[config.mk]
export PLATFORM = sky130hd
export DESIGN_NAME = link_connect_retry_fsm
export DESIGN_NICKNAME = d
export VERILOG_FILES = /design/src/rtl/lcr_pkg.sv /design/src/rtl/link_connect_retry_fsm.sv /design/src/rtl/lcr_cfg.sv /design/src/rtl/lcr_in_stage.sv /design/src/rtl/lcr_core.sv
export SDC_FILE = /design/constraint.sdc
export NUM_CORES = 1
export LEC_CHECK = 0
export ABC_CLOCK_PERIOD_IN_PS = 6600
export BUFFER_PORTS_ARGS = -buffer_cell sky130_fd_sc_hd__buf_4
export CELL_PAD_IN_SITES_DETAIL_PLACEMENT = 1
export CELL_PAD_IN_SITES_GLOBAL_PLACEMENT = 1
export CORE_MARGIN = 2
export CORE_UTILIZATION = 40
export CTS_CLUSTER_SIZE = 25
export DETAILED_ROUTE_END_ITERATION = 10
export PLACE_DENSITY_LB_ADDON = 0.3
export SLEW_MARGIN = 20
export SYNTH_ARGS = -nofsm -noshare
export SYNTH_HDL_FRONTEND = slang
export SYNTH_HIERARCHICAL = 1
export SYNTH_SLANG_ARGS = --single-unit
[constraint.sdc]
create_clock -name i_clk -period 6.6 [get_ports i_clk]
set_clock_uncertainty 0.1 [all_clocks]
set_input_delay 1.32 -clock i_clk [delete_from_list [all_inputs] [get_ports i_clk]]
set_output_delay 1.32 -clock i_clk [all_outputs]
set_load 0.01 [all_outputs]
[src/rtl/lcr_pkg.sv]
`timescale 1ns / 1ps

package lcr_pkg;

    // link mode, one-hot
    typedef enum logic [4:0] {
        MODE_DISC   = 5'b00001,
        MODE_CONN   = 5'b00010,
        MODE_RECONN = 5'b00100,
        MODE_UP     = 5'b01000,
        MODE_FAIL   = 5'b10000
    } t_mode;

    // reported mode codes
    localparam logic [2:0] CODE_DISC   = 3'd0;
    localparam logic [2:0] CODE_CONN   = 3'd1;
    localparam logic [2:0] CODE_RECONN = 3'd2;
    localparam logic [2:0] CODE_UP     = 3'd3;
    localparam logic [2:0] CODE_FAIL   = 3'd4;

    // register map, word index
    localparam int unsigned ADDR_W = 4;
    localparam logic [1:0] REG_TIMEOUT = 2'd0;
    localparam logic [1:0] REG_WAIT    = 2'd1;
    localparam logic [1:0] REG_LIMIT   = 2'd2;

    // register reset values
    localparam logic [31:0] TIMEOUT_RST = 32'd10000;
    localparam logic [31:0] WAIT_RST    = 32'd5000;
    localparam logic [7:0]  LIMIT_RST   = 8'd5;

    localparam logic [31:0] ELAPSED_MAX = 32'hFFFF_FFFF;
    localparam logic [7:0]  RETRY_MAX   = 8'hFF;

    // stream widths
    localparam int unsigned IN_W  = 48;
    localparam int unsigned OUT_W = 56;

    typedef struct packed {
        logic [31:0] connect_timeout_ms;
        logic [31:0] reconnect_wait_ms;
        logic [7:0]  retry_limit;
    } t_cfg;

    typedef struct packed {
        logic               link_up;
        logic               tick;
        logic               want_connect;
        logic               want_disconnect;
        logic signed [7:0]  signal_dbm;
        logic [31:0]        link_address;
    } t_item;

    typedef struct packed {
        logic [2:0]         mode;
        logic               is_connected;
        logic [7:0]         retries;
        logic signed [7:0]  report_dbm;
        logic [31:0]        report_address;
        logic               begin_pulse;
        logic               drop_pulse;
    } t_result;

    function automatic logic [2:0] mode_code(input t_mode m);
        logic [2:0] c;
        case (m)
            MODE_DISC:   c = CODE_DISC;
            MODE_CONN:   c = CODE_CONN;
            MODE_RECONN: c = CODE_RECONN;
            MODE_UP:     c = CODE_UP;
            MODE_FAIL:   c = CODE_FAIL;
            default:     c = CODE_DISC;
        endcase
        return c;
    endfunction

endpackage

[src/rtl/link_connect_retry_fsm.sv]
`timescale 1ns / 1ps

// Link connect and retry controller. Each input word is one pass of the control
// loop; the block answers with one status word per input word, in order. Input
// words are registered, then one pass of mode, elapsed-time and retry logic
// runs into an output register, so a word can be taken every cycle while the
// output side does not stall, and its status word is held in the output register
// until the output side is ready. The loop through the mode, elapsed and retry
// registers sets that rate. Registers are written through the APB port at 0x0
// (connect timeout), 0x4 (reconnect wait) and 0x8 (retry limit); the user must
// write them only while no word is in flight, as the block does not enforce it.
module link_connect_retry_fsm (
    input  logic                        i_clk,
    input  logic                        i_rst_n,
    // configuration
    input  logic                        psel,
    input  logic                        penable,
    input  logic                        pwrite,
    input  logic [lcr_pkg::ADDR_W-1:0]  paddr,
    input  logic [31:0]                 pwdata,
    output logic [31:0]                 prdata,
    output logic                        pready,
    // input words
    input  logic                        s_axis_tvalid,
    output logic                        s_axis_tready,
    // link_up, tick, want_connect, want_disconnect, signal_dbm[7:0],
    // link_address[31:0], zero pad
    input  logic [lcr_pkg::IN_W-1:0]    s_axis_tdata,
    // status words
    output logic                        m_axis_tvalid,
    input  logic                        m_axis_tready,
    // mode[2:0], is_connected, retries[7:0], report_dbm[7:0],
    // report_address[31:0], begin_pulse, drop_pulse, zero pad
    output logic [lcr_pkg::OUT_W-1:0]   m_axis_tdata
);
    import lcr_pkg::*;

    t_cfg    cfg;
    t_item   item;
    t_result res;
    logic    item_valid;
    logic    out_free;
    logic    step;
    logic    r_out_valid;
    t_result r_out;

    lcr_cfg u_cfg (
        .i_clk   (i_clk),
        .i_rst_n (i_rst_n),
        .psel    (psel),
        .penable (penable),
        .pwrite  (pwrite),
        .paddr   (paddr),
        .pwdata  (pwdata),
        .prdata  (prdata),
        .pready  (pready),
        .o_cfg   (cfg)
    );

    lcr_in_stage u_in (
        .i_clk     (i_clk),
        .i_rst_n   (i_rst_n),
        .i_valid   (s_axis_tvalid),
        .i_data    (s_axis_tdata),
        .i_advance (out_free),
        .o_ready   (s_axis_tready),
        .o_valid   (item_valid),
        .o_item    (item)
    );

    // a word moves to the output register when that register is free
    assign out_free = ~r_out_valid | m_axis_tready;
    assign step     = item_valid & out_free;

    lcr_core u_core (
        .i_clk   (i_clk),
        .i_rst_n (i_rst_n),
        .i_step  (step),
        .i_item  (item),
        .i_cfg   (cfg),
        .o_res   (res)
    );

    // output register
    always_ff @(posedge i_clk) begin
        if (!i_rst_n) begin
            r_out_valid <= 1'b0;
        end else if (out_free) begin
            r_out_valid <= item_valid;
        end
    end

    always_ff @(posedge i_clk) begin
        if (step) begin
            r_out <= res;
        end
    end

    assign m_axis_tvalid = r_out_valid;
    assign m_axis_tdata  = {2'b00, r_out.drop_pulse, r_out.begin_pulse,
                            r_out.report_address, r_out.report_dbm, r_out.retries,
                            r_out.is_connected, r_out.mode};

endmodule

[src/rtl/lcr_cfg.sv]
`timescale 1ns / 1ps

module lcr_cfg (
    input  logic                       i_clk,
    input  logic                       i_rst_n,
    input  logic                       psel,
    input  logic                       penable,
    input  logic                       pwrite,
    input  logic [lcr_pkg::ADDR_W-1:0] paddr,
    input  logic [31:0]                pwdata,
    output logic [31:0]                prdata,
    output logic                       pready,
    output lcr_pkg::t_cfg              o_cfg
);
    import lcr_pkg::*;

    logic [31:0] r_timeout;
    logic [31:0] r_wait;
    logic [7:0]  r_limit;
    logic        wr_en;
    logic [1:0]  reg_idx;

    assign pready  = 1'b1;
    assign wr_en   = psel & penable & pwrite;
    assign reg_idx = paddr[3:2];

    // register writes
    always_ff @(posedge i_clk) begin
        if (!i_rst_n) begin
            r_timeout <= TIMEOUT_RST;
            r_wait    <= WAIT_RST;
            r_limit   <= LIMIT_RST;
        end else if (wr_en) begin
            case (reg_idx)
                REG_TIMEOUT: r_timeout <= pwdata;
                REG_WAIT:    r_wait    <= pwdata;
                REG_LIMIT:   r_limit   <= pwdata[7:0];
                default: ;
            endcase
        end
    end

    // read back
    always_comb begin
        case (reg_idx)
            REG_TIMEOUT: prdata = r_timeout;
            REG_WAIT:    prdata = r_wait;
            REG_LIMIT:   prdata = {24'd0, r_limit};
            default:     prdata = 32'd0;
        endcase
    end

    assign o_cfg.connect_timeout_ms = r_timeout;
    assign o_cfg.reconnect_wait_ms  = r_wait;
    assign o_cfg.retry_limit        = r_limit;

endmodule

[src/rtl/lcr_in_stage.sv]
`timescale 1ns / 1ps

module lcr_in_stage (
    input  logic                      i_clk,
    input  logic                      i_rst_n,
    input  logic                      i_valid,
    input  logic [lcr_pkg::IN_W-1:0]  i_data,
    input  logic                      i_advance,
    output logic                      o_ready,
    output logic                      o_valid,
    output lcr_pkg::t_item            o_item
);
    import lcr_pkg::*;

    logic  r_valid;
    t_item r_item;
    t_item in_item;

    // unpack stream word
    assign in_item.link_up         = i_data[0];
    assign in_item.tick            = i_data[1];
    assign in_item.want_connect    = i_data[2];
    assign in_item.want_disconnect = i_data[3];
    assign in_item.signal_dbm      = i_data[11:4];
    assign in_item.link_address    = i_data[43:12];

    // free when empty or when the held word moves on this cycle
    assign o_ready = ~r_valid | i_advance;

    always_ff @(posedge i_clk) begin
        if (!i_rst_n) begin
            r_valid <= 1'b0;
        end else if (o_ready) begin
            r_valid <= i_valid;
        end
    end

    always_ff @(posedge i_clk) begin
        if (o_ready && i_valid) begin
            r_item <= in_item;
        end
    end

    assign o_valid = r_valid;
    assign o_item  = r_item;

endmodule

[src/rtl/lcr_core.sv]
`timescale 1ns / 1ps

module lcr_core (
    input  logic             i_clk,
    input  logic             i_rst_n,
    input  logic             i_step,
    input  lcr_pkg::t_item   i_item,
    input  lcr_pkg::t_cfg    i_cfg,
    output lcr_pkg::t_result o_res
);
    import lcr_pkg::*;

    t_mode       r_mode;
    t_mode       n_mode;
    logic [31:0] r_elapsed;
    logic [31:0] n_elapsed;
    logic [7:0]  r_retry;
    logic [7:0]  n_retry;

    // one control pass: tick, monitoring, wait, sample, requests
    always_comb begin
        t_mode       m;
        logic [31:0] el;
        logic [7:0]  rc;
        logic        b;
        logic        d;
        logic        conn;

        m  = r_mode;
        el = r_elapsed;
        rc = r_retry;
        b  = 1'b0;
        d  = 1'b0;

        // saturating millisecond count
        if (i_item.tick && el != ELAPSED_MAX) begin
            el = el + 32'd1;
        end

        // link monitoring
        case (m)
            MODE_CONN, MODE_RECONN: begin
                if (i_item.link_up) begin
                    m  = MODE_UP;
                    rc = '0;
                end else if (el >= i_cfg.connect_timeout_ms) begin
                    d = 1'b1;
                    if (rc != RETRY_MAX) begin
                        rc = rc + 8'd1;
                    end
                    if (i_cfg.retry_limit != 8'd0 && rc >= i_cfg.retry_limit) begin
                        m = MODE_FAIL;
                    end else begin
                        m  = MODE_RECONN;
                        el = '0;
                    end
                end
            end
            MODE_UP: begin
                if (!i_item.link_up) begin
                    m  = MODE_RECONN;
                    el = '0;
                end
            end
            default: ;
        endcase

        // wait over, start a new attempt
        if (m == MODE_RECONN && !i_item.link_up && el >= i_cfg.reconnect_wait_ms) begin
            b  = 1'b1;
            m  = MODE_CONN;
            el = '0;
        end

        // status is taken here, before the requests
        conn                 = (m == MODE_UP);
        o_res.mode           = mode_code(m);
        o_res.is_connected   = conn;
        o_res.retries        = rc;
        o_res.report_dbm     = conn ? i_item.signal_dbm : 8'sd0;
        o_res.report_address = conn ? i_item.link_address : 32'd0;

        // connect request only from idle or failed
        if (i_item.want_connect && (m == MODE_DISC || m == MODE_FAIL)) begin
            rc = '0;
            b  = 1'b1;
            m  = MODE_CONN;
            el = '0;
        end

        // disconnect request wins, elapsed count kept
        if (i_item.want_disconnect) begin
            d  = 1'b1;
            m  = MODE_DISC;
            rc = '0;
        end

        o_res.begin_pulse = b;
        o_res.drop_pulse  = d;
        n_mode            = m;
        n_elapsed         = el;
        n_retry           = rc;
    end

    // state update, one pass per accepted word
    always_ff @(posedge i_clk) begin
        if (!i_rst_n) begin
            r_mode    <= MODE_DISC;
            r_elapsed <= '0;
            r_retry   <= '0;
        end else if (i_step) begin
            r_mode    <= n_mode;
            r_elapsed <= n_elapsed;
            r_retry   <= n_retry;
        end
    end

    // disconnect request always lands in idle with the count cleared
    a_disc: assert property (@(posedge i_clk) disable iff (!i_rst_n)
        i_step && i_item.want_disconnect |=> r_mode == MODE_DISC && r_retry == 8'd0)
        else $error("disconnect request did not reach idle");

    // a begin leaves the block connecting unless a disconnect followed
    a_begin: assert property (@(posedge i_clk) disable iff (!i_rst_n)
        i_step && o_res.begin_pulse |=> r_mode == MODE_CONN || r_mode == MODE_DISC)
        else $error("begin issued without entering connecting");

    // connected status never carries a timeout count
    a_conn_retry: assert property (@(posedge i_clk) disable iff (!i_rst_n)
        i_step && o_res.is_connected |-> o_res.retries == 8'd0)
        else $error("connected with nonzero retry count");

    // state holds between words
    a_hold: assert property (@(posedge i_clk) disable iff (!i_rst_n)
        !i_step |=> $stable(r_mode) && $stable(r_elapsed) && $stable(r_retry))
        else $error("state moved without a word");

endmodule

Word level (Yosys, flattened, before mapping) --
Cells that the tools add are included.
Word-level totals: flip-flop bits (word level) 217, bits of input ports 91, output and inout bits 91, logic and storage cells 91
Operators by class: $add $sub $neg 2, magnitude comparators 3, eq/ne operators 13, multiplexer cells 31, bitwise gates (word level) 7, reduce and logical (&&, ||, !) cells 14
Operators by type and width (count):
- $mux W32 | 7
- $pmux W32 S3 | 1
- $mux W8 | 9
- $ge A32 B32 Y1 | 2
- $pmux W32 S2 | 1
- $mux W5 | 7
- $add A32 B1 Y32 const B | 1
- $ne A32 B32 Y1 const B | 1
- $eq A5 B3 Y1 const B | 3
- $pmux W3 S4 | 1
- $eq A5 B2 Y1 const B | 2
- $eq A5 B4 Y1 const B | 2
- $pmux W5 S2 | 1
- $add A8 B1 Y8 const B | 1
- $ge A8 B8 Y1 | 1
- $ne A8 B8 Y1 const B | 1
- $reduce_bool A8 Y1 | 1
- $logic_and A1 B1 Y1 | 6
- $reduce_and A2 Y1 | 3
- $eq A5 B1 Y1 const B | 1
- $eq A5 B5 Y1 const B | 1
- $mux W1 | 4
- $and A1 B1 Y1 | 3
- $eq A2 B1 Y1 const B | 1
- 7 further kinds | 9

Depth between registers and ports, before layout --
Gate-level depths: netlist (run 1).
word-level depth 22, gate-level depth with buffers 32, mapped depth without buffers 28

Cells and area by module --
The synthesis (run 1) kept the hierarchy.
Modules (own cells, without submodules):
- lcr_core | instances 1, cells an instance 708, area each 5176.2 µm², sequential area each 900.9 µm²
- lcr_cfg | instances 1, cells an instance 366, area each 3375.7 µm², sequential area each 1441.4 µm²
- link_connect_retry_fsm | instances 1, cells an instance 62, area each 1697.9 µm², sequential area each 1641.6 µm²
- lcr_in_stage | instances 1, cells an instance 49, area each 1378.8 µm², sequential area each 1341.3 µm²

Worst setup path after synthesis (run 1) --
OpenSTA, ideal clock, no wires.
path type register -> register, from reg u_core.r_elapsed[0], to reg u_core.r_elapsed[3], setup time 117 ps, arrival time 6519 ps, data required time 6383 ps, setup slack -136 ps, stages on the path, launching flop included 32, path buffers 4, period minus slack after synthesis 6736 ps, cell sequence dfxtp_1 -> ha_1 -> nand4_1 -> or4_1 -> o41ai_2 -> buf_2 -> nor4_1 -> nand4_1 -> nor2_1 -> nand4_1 -> xor2_1 -> inv_1 -> ha_1 -> nand4_1 -> or4_1 -> a31oi_4 -> o21a_1 -> buf_2 -> a21o_4 -> clkbuf_1 -> nor2b_1 -> ha_1 -> nand4_1 -> nor4_1 -> o31ai_1 -> a31oi_1 -> o311ai_0 -> a21oi_1 -> nand3_4 -> buf_6 -> a41o_1 -> a22o_1
On the way: longest elaborated chain between the ends 15, elaborated cells between the ends (all ways) 24, classes of those cells add/sub (1); order compare (2); eq/ne (4); mux (12); reduce/logical (5)
RTL lines:
- start, declared | line lcr_core.sv:15 | logic [31:0] r_elapsed;
- start signal, assigned | line lcr_core.sv:113 | r_elapsed <= n_elapsed;
- branches (longest 2 deep; another with $add A32 B1 Y32)
- $mux W32 * | line lcr_core.sv:36 | if (i_item.tick && el != ELAPSED_MAX) begin
- branches (longest 11 deep; another with $ge A32 B32 Y1)
- $mux W32 * | line lcr_core.sv:84 | if (i_item.want_connect && (m == MODE_DISC || m == MODE_FAIL)) begin
Every way passes the cells marked *. A chain may end at the register's enable or synchronous reset.

Worst setup path after layout (run 1) --
from reg u_core.r_elapsed[0], to reg u_core.r_elapsed[17]
Same word-level chain as after synthesis.

==> results.cfg, run 1 <==
[clocking]
htreeDepth = 1
clock_latency_ps = 540
cts_num_sinks = 217
cts_tree = done
clk_pin_slew_ps = 60
clockBufferDepth = 3
cts_root_buf = clkbuf_16
cts_made_buffers = 25

[status]
status = finished, violations left
violations = setup timing

[place]
gp_congestion = 0.842
post-dp-hpwl_mm = 24.0
port_buffers = 172

[timing]
timing.hold.ws_ps = 375
rsz0062_at_grt = yes
fmax_mhz = 147
drv_slew = 0
finalCritPeriodShare = 1.03
tightest_slew_ps = 910
relSlewSlack = 0.393
hold_viol = 0
setup_viol = 36
tns_ps = -3120
min_period_ps = 6800
setup_ws_ps = -196

[detailed_routing]
vias_per_cell = 5.13
wirelength_mm = 35.0
ant_nets = 0
drc_errors = 0
wl_per_cell_microns = 18.7
dr_total_vias = 9595
drt_first_pass_iters = 5
first_iter_violations = 495

[global_routing]
grt_pass1_vias = 10132
met3_usage = 0.0304
grt_pass1_wl_mm = 54.5
top_usage_layer = met2
antenna_found_initial = 0
grt_use_met2 = 0.413
overflow = 0
met1_usage = 0.270
grt_start_max_net_pins = 94
grt_usage = 0.223

[finish]
mostFrequentLayoutCells = 300 x buf_4, 164 x nand2_1, 117 x dfxtp_1
synthToLayoutAreaGrowth_pct = 33.2
antenna_cells = 0
fillers = 3229
final_layout_size_suffix_gt1_frac = 0.297
register_area_sq_mm = 0.00533
post-route-util = 0.540
layout_commonest_cell = buf_4
multi_input_area_sq_mm = 0.00597
fin_nets = 1635

[worst_setup_path]
cpLargestDelayFamily = simple AND/OR/NAND/NOR gates
cp.depth = 31
crit_required_ps = 6930
crit_type = flop to flop
reg2regPathDepth = 31
reg2reg_slack_ps = -200
critPathArrivalTime_ps = 7130
cp_slowest_cell = or4_4
path_buf_inv = 6
max_stage_delay_ps = 550
critPathCapture = u_core/r_elapsed[17]$_SDFFE_PN0P_
startpoint_type = flop
r2r-end = u_core/r_elapsed[17]$_SDFFE_PN0P_
critPathLaunch = u_core/r_elapsed[0]$_SDFFE_PN0P_
r2r-start = u_core/r_elapsed[0]$_SDFFE_PN0P_
cp_common_cell = buf_4
end_kind = flop
cp_max_fo = 8

[pwr]
p_sw_uw = 709
p_per_area_mw_per_mm2 = 203
irDropWorstVdd_v = 0.000190
pwr-share-clk = 0.464
p_leak_nw = 6.76
seqPwrFrac = 0.464
p_sw_frac = 0.226
p_int_mw = 2.43
total_power_mw = 3.14
p_comb_frac = 0.071

[floorplan]
die_y_microns = 175
ios = 182
core-area_sq_mm = 0.0287
rows = 62
die_w_microns = 175
initial_utilization = 0.405
dieArea_sq_mm = 0.0305

[synth]
synth_area_per_cell_sq_um = 9.81
synth_ff_type = dfxtp_1
async_reset_ff_frac = 0
seq_area_frac_synth = 0.458
yosys_warnings = 6
synth_edf_count = 98
ys_seq_elements = 217
synth_cells = 1185
ys_types = 83
synth_area_sq_mm = 0.0116

[hold_path]
min_path_type = flop to flop

[flow_run]
cap_violations = 0
[cell type report]
class                      count  area share
clock inverter                11      0.0110
multi-input combinational    805       0.385
inverter                     109      0.0264
clock buffer                  33      0.0443
timing repair buffer         312       0.158
tap                          384      0.0310
sequential                   217       0.344
[cells by family (layout without fill, tap and decap cells)]
kind of cell,count (synthesis),count (layout),synth area share
multiplexers,104,104,0.0896
other,2,3,0.000646
AO/OA/AOI/OAI,160,160,0.0979
AND/OR/NAND/NOR,431,431,0.185
XOR/XNOR,33,33,0.0255
adder cells (fa/ha/maj),74,74,0.0796
flip-flops,217,217,0.458
buffers and inverters,164,465,0.0636
[per-layer routing]
layer  vias to the layer above  wire length, microns
li1                       4660                     -
met1                      4692                 14400
met2                       179                 18500
met3                        64                  1130
met4                         0                   935
met5                         -                     0
[stage by stage]
| step | setup WS, ps | std cells | instance area [sq um] |
|---|---|---|---|
| floorplan | 12.1 | 1186 | 11600 |
| global placement | -300 | 1798 | 13900 |
| detailed placement | -609 | 1798 | 13900 |
| CTS | -244 | 1862 | 15200 |
| global route | -431 | 1871 | 15500 |
| finish | -196 | 1871 | 15500 |
[synthesized netlist by cell type (all sizes together), types with 6 or more instances]
library cell  count  share of area
mux2i           103          0.089
o21a              6         0.0039
buf              31          0.021
and2             45          0.025
nand2           169          0.055
clkbuf           24         0.0077
nand2b           10         0.0067
o211ai            8         0.0052
xor2             21          0.016
nor4              7         0.0043
edfxtp           98           0.25
nand4            26          0.014
a22o             16          0.012
nor2             79          0.025
dfxtp           119           0.20
nor2b            31          0.017
inv             109          0.035
a21o              7         0.0052
xnor2            12         0.0090
nand3            27          0.014
nor3             10         0.0057
ha               74          0.080
o21ai            48          0.021
a21oi            30          0.013
[state kept, by name, indices dropped and copies added, names as in the netlist]
register          count
m_axis_tdata         54
u_in/o_item          44
u_cfg/r_timeout      32
u_cfg/r_wait         32
u_core/r_elapsed     32
u_cfg/r_limit         8
u_core/r_retry        8
u_core/r_mode         5
m_axis_tvalid         1
u_in/o_valid          1
[worst min-delay path by stage]
stage                     depth (start not counted)  slack [ps]                          endpoint                             start
after floorplan                                   2         350  u_cfg/r_timeout[11]$_SDFFE_PN0P_  u_cfg/r_timeout[11]$_SDFFE_PN0P_
after global placement                            2         360  u_cfg/r_timeout[27]$_SDFFE_PN0P_  u_cfg/r_timeout[27]$_SDFFE_PN0P_
after detailed placement                          2         370     u_cfg/r_wait[25]$_SDFFE_PN0P_     u_cfg/r_wait[25]$_SDFFE_PN0P_
after CTS                                         2         380  u_cfg/r_timeout[22]$_SDFFE_PN0P_  u_cfg/r_timeout[22]$_SDFFE_PN0P_
after global routing                              2         390  u_cfg/r_timeout[22]$_SDFFE_PN0P_  u_cfg/r_timeout[22]$_SDFFE_PN0P_
final                                             2         380     u_cfg/r_wait[16]$_SDFFE_PN0P_     u_cfg/r_wait[16]$_SDFFE_PN0P_
[power by group through the flow]
stage	clock network, mW	logic, mW	registers [mW]
after floorplan	0	0.105	1.49
after global routing	1.55	0.242	1.46
after global placement	0	0.204	1.48
after detailed placement	0	0.210	1.49
final	1.46	0.224	1.46
after CTS	1.49	0.222	1.46
[what timing repair did]
| action | in CTS | in global routing |
|---|---|---|
| endpoints found under the hold margin | 0 | 0 |
| hold buffers | 0 | 0 |
| gates resized for setup | 45 | 49 |
| gates cloned | 2 | 0 |
| setup endpoints to repair | 37 | 37 |
| pin swaps | 39 | 38 |
| buffers inserted | 18 | 9 |
[worst reg2reg max path, delay by kind of cell, from the launching register on]
family | cells | cell delay, ps
buffers and inverters | 6 | 860
AND/OR/NAND/NOR | 12 | 2640
XOR/XNOR | 1 | 200
AO/OA/AOI/OAI | 9 | 1780
adder cells (fa/ha/maj) | 3 | 760
flip-flops | 1 | 350
Note: power is estimated with default switching activity, not from simulation.
==> run 2: changes to the inputs <==
--- a/config.mk
+++ b/config.mk
@@ -7,10 +7,8 @@
 export LEC_CHECK = 0
 export ABC_CLOCK_PERIOD_IN_PS = 6600
 export BUFFER_PORTS_ARGS = -buffer_cell sky130_fd_sc_hd__buf_4
-export CELL_PAD_IN_SITES_DETAIL_PLACEMENT = 1
-export CELL_PAD_IN_SITES_GLOBAL_PLACEMENT = 1
 export CORE_MARGIN = 2
-export CORE_UTILIZATION = 40
+export CORE_UTILIZATION = 52
 export CTS_CLUSTER_SIZE = 25
 export DETAILED_ROUTE_END_ITERATION = 10
 export PLACE_DENSITY_LB_ADDON = 0.3
==> run 2 against run 1 <==
The flow still finishes with violations (setup timing). First-iteration DRC count up 21%. Cell count down 7.5%. Combinational power down 7%. Critical endpoint is now u_core/r_elapsed[13]$_SDFFE_PN0P_. Largest power group unchanged.
==> results.cfg, run 2 (synthesis results as in run 1) <==
[global_routing]
grt_pass1_wl_mm = 45.2
antenna_found_initial = 0
grt_pass1_vias = 9315
overflow = 0
grt_start_max_net_pins = 97
grt_usage = 0.231

[hold_path]
holdPathStages = 2
worstHoldEndpoint = u_cfg/r_timeout[11]$_SDFFE_PN0P_
min_path_type = flop to flop
hp-start = u_cfg/r_timeout[11]$_SDFFE_PN0P_

[worst_setup_path]
crit_required_ps = 6900
critPathArrivalTime_ps = 6960
startpoint_type = flop
cp_slowest_cell = or4_4
end_kind = flop
r2r-start = u_core/r_elapsed[1]$_SDFFE_PN0P_
cp_max_fo = 6
max_stage_delay_ps = 550
r2r-end = u_core/r_elapsed[13]$_SDFFE_PN0P_
reg2reg_slack_ps = -60
reg2regPathDepth = 32
crit_type = flop to flop

[timing]
rsz0062_at_grt = yes
setup_ws_ps = -57.0
finalCritPeriodShare = 1.01
tightest_slew_ps = 1060
fmax_mhz = 150
relSlewSlack = 0.288
hold_viol = 0
drv_slew = 0
tns_ps = -215
min_period_ps = 6660
setup_viol = 8

[detailed_routing]
vias_per_cell = 5.33
ant_nets = 0
drc_errors = 0
drt_first_pass_iters = 5
dr_total_vias = 9234
wl_per_cell_microns = 16.2
wirelength_mm = 28.1
first_iter_violations = 600

[floorplan]
ios = 182
dieArea_sq_mm = 0.0236
die_w_microns = 154
core-area_sq_mm = 0.0219
rows = 54
die_y_microns = 154
initial_utilization = 0.531

[finish]
instances_no_fill = 1731
antenna_cells = 0
final_layout_size_suffix_gt1_frac = 0.258
post-route-util = 0.675
largest_reg_flops = 54
fin_nets = 1598
synthToLayoutAreaGrowth_pct = 27.0
layout_commonest_cell = buf_4
mostFrequentLayoutCells = 269 x buf_4, 168 x nand2_1, 117 x dfxtp_1
fillers = 1726

[place]
dp_cells = 1672
pre_cts_ws_ps = -243
port_buffers = 172
post-dp-hpwl_mm = 19.5
gp_congestion = 0.884

[pwr]
irDropWorstVdd_v = 0.000193
p_per_area_mw_per_mm2 = 202
p_leak_nw = 6.47
total_power_mw = 2.98

[clocking]
cts_root_buf = clkbuf_16
htreeDepth = 1
clock_latency_ps = 530
clockBufferDepth = 3
cts_made_buffers = 24
clk_pin_slew_ps = 60
hold_buffers = 0
cts_tree = done
cts_num_sinks = 217

[flow_run]
cap_violations = 0

[status]
status = finished, violations left
violations = setup timing
run 2: repair_timing:
item | in CTS | in global routing
gates cloned | 2 | 0
setup buffers | 4 | 9
endpoints found under the hold margin | 0 | 0
resized for setup | 17 | 26
setup endpoints to repair | 36 | 37
pin swaps | 13 | 34
run 2: cell type report:
cell class	instances	area [sq um]	area share
sequential	217	5330	0.361
clock buffer	29	659	0.0446
tap	280	350	0.0237
timing repair buffer	275	2130	0.144
multi-input combinational	806	5760	0.390
inverter	109	409	0.0277
clock inverter	15	130	0.00881
run 2: through the flow:
stage	instance area [sq um]	hold slack, ps
3_5_place_dp	13600	364
3_3_place_gp	13600	358
5_1_grt	14800	394
6_report	14800	375
4_1_cts	14600	378
2_1_floorplan	11600	347
run 2: metal layers:
| layer | global-route usage | vias to the layer above | wire (microns) |
|---|---|---|---|
| met4 | 0.0695 | 0 | 591 |
| met1 | 0.315 | 4332 | 12900 |
| li1 | - | 4599 | - |
| met3 | 0.0344 | 52 | 1340 |
| met5 | 0 | - | 0 |
| met2 | 0.383 | 251 | 13200 |
run 2: report_power, final:
| part | internal (mW) | total [mW] | switching, mW |
|---|---|---|---|
| registers | 1.44 | 1.46 | 0.0151 |
| clock network | 0.759 | 1.32 | 0.560 |
| logic | 0.0938 | 0.208 | 0.114 |
| total | 2.29 | 2.98 | 0.689 |
run 2: worst max-delay path by stage:
stage | to | start | cells after the start
2_1_floorplan | m_axis_tdata[0]$_DFFE_PP_ | u_core/r_elapsed[0]$_SDFFE_PN0P_ | 29
3_3_place_gp | u_core/r_elapsed[13]$_SDFFE_PN0P_ | u_core/r_elapsed[1]$_SDFFE_PN0P_ | 31
3_5_place_dp | u_core/r_elapsed[17]$_SDFFE_PN0P_ | u_core/r_elapsed[1]$_SDFFE_PN0P_ | 30
4_1_cts | u_core/r_elapsed[13]$_SDFFE_PN0P_ | u_core/r_elapsed[1]$_SDFFE_PN0P_ | 31
5_1_grt | u_core/r_elapsed[17]$_SDFFE_PN0P_ | u_core/r_elapsed[1]$_SDFFE_PN0P_ | 31
6_report | u_core/r_elapsed[13]$_SDFFE_PN0P_ | u_core/r_elapsed[1]$_SDFFE_PN0P_ | 32
run 2: critical path: cells and delay by family, from the launching register on:
kind | cells | cell delay (ps)
AO/OA/AOI/OAI | 9 | 1970
XOR/XNOR | 1 | 200
adder cells (fa/ha/maj) | 3 | 780
buffers and inverters | 7 | 1000
flip-flops | 1 | 360
AND/OR/NAND/NOR | 12 | 2120
==> run 3: changes to the inputs <==
--- a/config.mk
+++ b/config.mk
@@ -17,3 +17,4 @@
 export SYNTH_HDL_FRONTEND = slang
 export SYNTH_HIERARCHICAL = 1
 export SYNTH_SLANG_ARGS = --single-unit
+export TNS_END_PERCENT = 10
==> run 3 against run 2 <==
The flow still finishes with violations (setup timing). Sequential cell count unchanged. Count of clock-buffer cells in the layout up 2. Largest power group unchanged. Clock power fell by 7%. Design area about the same. Sequential power is essentially flat. Wire length is 1.7% higher. Non-clock buffer count up 8. Setup slack lost 150 ps. Combinational power is essentially flat. Worst hold slack got worse by 2.2 ps. Global-route usage grew 0.58 points.
==> results.cfg, run 3 (synthesis results as in run 1) <==
[status]
status = finished, violations left
violations = setup timing

[global_routing]
met3_usage = 0.0335
overflow = 0
grt_pass1_vias = 9504
antenna_found_initial = 0
grt_use_met2 = 0.404
grt_usage = 0.237
grt_start_max_net_pins = 103
grt_pass1_wl_mm = 46.2
top_usage_layer = met2
met1_usage = 0.317

[timing]
rsz0062_at_grt = yes
setup_viol = 36
relSlewSlack = 0.318
min_period_ps = 6810
tightest_slew_ps = 1020
drv_slew = 0
hold_viol = 0
fmax_mhz = 147
finalCritPeriodShare = 1.03
setup_ws_ps = -207

[detailed_routing]
drt_first_pass_iters = 5
ant_nets = 0
wl_per_cell_microns = 16.5
wirelength_mm = 28.6
drc_errors = 0
first_iter_violations = 532
vias_per_cell = 5.41
dr_total_vias = 9414

[worst_setup_path]
cpLargestDelayFamily = simple AND/OR/NAND/NOR gates
r2r-end = u_core/r_elapsed[13]$_SDFFE_PN0P_
reg2regPathDepth = 30
path_buf_inv = 3
cp_slowest_cell = or4_4
critPathArrivalTime_ps = 7110
end_kind = flop
crit_type = flop to flop
crit_required_ps = 6900
r2r-start = u_core/r_elapsed[0]$_SDFFE_PN0P_
cp.depth = 30
cp_common_cell = nand4_1
max_stage_delay_ps = 570
startpoint_type = flop
reg2reg_slack_ps = -210
cp_max_fo = 7

[pwr]
p_leak_nw = 6.49
seqPwrFrac = 0.503
p_per_area_mw_per_mm2 = 196
irDropWorstVdd_v = 0.000190
p_sw_uw = 669
p_int_mw = 2.23
p_comb_frac = 0.072
total_power_mw = 2.90
p_sw_frac = 0.231
pwr-share-clk = 0.426

[hold_path]
holdPathStages = 2
hp-start = u_cfg/r_timeout[14]$_SDFFE_PN0P_
min_path_type = flop to flop
worstHoldEndpoint = u_cfg/r_timeout[14]$_SDFFE_PN0P_

[finish]
largest_reg_flops = 54
fin_area_sq_mm = 0.0148
register_area_sq_mm = 0.00533
synthToLayoutAreaGrowth_pct = 27.0
antenna_cells = 0
mostFrequentLayoutCells = 278 x buf_4, 169 x nand2_1, 117 x dfxtp_1
fillers = 1669
fin_nets = 1606
post-route-util = 0.674
multi_input_area_sq_mm = 0.00579
final_layout_size_suffix_gt1_frac = 0.260
layout_commonest_cell = buf_4
instances_no_fill = 1739

[clocking]
cts_made_buffers = 24
clk_pin_slew_ps = 60
clockBufferDepth = 3
cts_tree = done
cts_num_sinks = 217
htreeDepth = 1
cts_root_buf = clkbuf_16
clock_latency_ps = 520

[place]
dp_cells = 1674
post-dp-hpwl_mm = 20.1
placed_cell_area_sq_mm = 0.0137
port_buffers = 172
gp_congestion = 0.857

[floorplan]
die_w_microns = 154
dieArea_sq_mm = 0.0236
initial_utilization = 0.531
die_y_microns = 154
core-area_sq_mm = 0.0219
rows = 54
ios = 182

[flow_run]
cap_violations = 0
run 3: changes by cell type in the layout (fill, tap and decap cells not counted), sizes merged:
cell	previous run	this run
buf	274	283
bufbuf	1	0
bufinv	1	0
clkbuf	29	31
clkinv	7	12
clkinvlp	4	0
inv	112	110
run 3: power by group through the flow:
stage	Sequential (mW)	Combinational, mW	Clock [mW]
4_1_cts	1.46	0.206	1.26
6_report	1.46	0.207	1.23
2_1_floorplan	1.49	0.105	0
3_5_place_dp	1.48	0.204	0
5_1_grt	1.46	0.224	1.31
3_3_place_gp	1.48	0.200	0
run 3: worst reg2reg max path: cells and delay by family, from the launching register on:
kind | cells | cell delay, ps
AO/OA/AOI/OAI | 9 | 1970
buffers and inverters | 3 | 450
adder cells (fa/ha/maj) | 3 | 710
XOR/XNOR | 1 | 210
AND/OR/NAND/NOR | 14 | 2900
flip-flops | 1 | 350
run 3: worst max-delay path by stage:
stage,startpoint,slack [ps],to
after global placement,u_core/r_elapsed[1]$_SDFFE_PN0P_,-200,u_core/r_elapsed[17]$_SDFFE_PN0P_
after global routing,u_core/r_elapsed[0]$_SDFFE_PN0P_,-450,u_core/r_elapsed[16]$_SDFFE_PN0P_
after floorplan,u_core/r_elapsed[0]$_SDFFE_PN0P_,-6,u_core/r_elapsed[3]$_SDFFE_PN0P_
after CTS,u_core/r_elapsed[1]$_SDFFE_PN0P_,-90,u_core/r_elapsed[13]$_SDFFE_PN0P_
after detailed placement,u_core/r_elapsed[0]$_SDFFE_PN0P_,-270,u_core/r_elapsed[13]$_SDFFE_PN0P_
final,u_core/r_elapsed[0]$_SDFFE_PN0P_,-210,u_core/r_elapsed[13]$_SDFFE_PN0P_
run 3: layer usage:
metal	part of all wire	wire (microns)
met4	0.020	578
met5	0	0
met2	0.48	13700
met1	0.45	12900
met3	0.051	1470
run 3: cell type report:
type | instances | area share
Timing Repair Buffer | 283 | 0.147
Clock inverter | 13 | 0.00525
Multi-Input combinational cell | 806 | 0.392
Sequential cell | 217 | 0.361
Inverter | 109 | 0.0277
Clock buffer | 31 | 0.0438
Tap cell | 280 | 0.0237
run 3: per-stage QoR:
step / worst slack [ps] / setup TNS [ps] / hold slack, ps
2_1_floorplan: -5.86 / -12.5 / 347
3_3_place_gp: -204 / -688 / 358
3_5_place_dp: -267 / -1470 / 365
4_1_cts: -89.7 / -505 / 374
5_1_grt: -448 / -12940 / 390
6_report: -207 / -3460 / 373
run 3: repair_timing:
item                                   4_1_cts  5_1_grt
endpoints found under the hold margin        0        0
gates resized for setup                     22       27
hold buffers                                 0        0
setup endpoints to repair                   36       37
pin swaps                                   27       31
setup buffers                               19        2
gates cloned                                 1        0
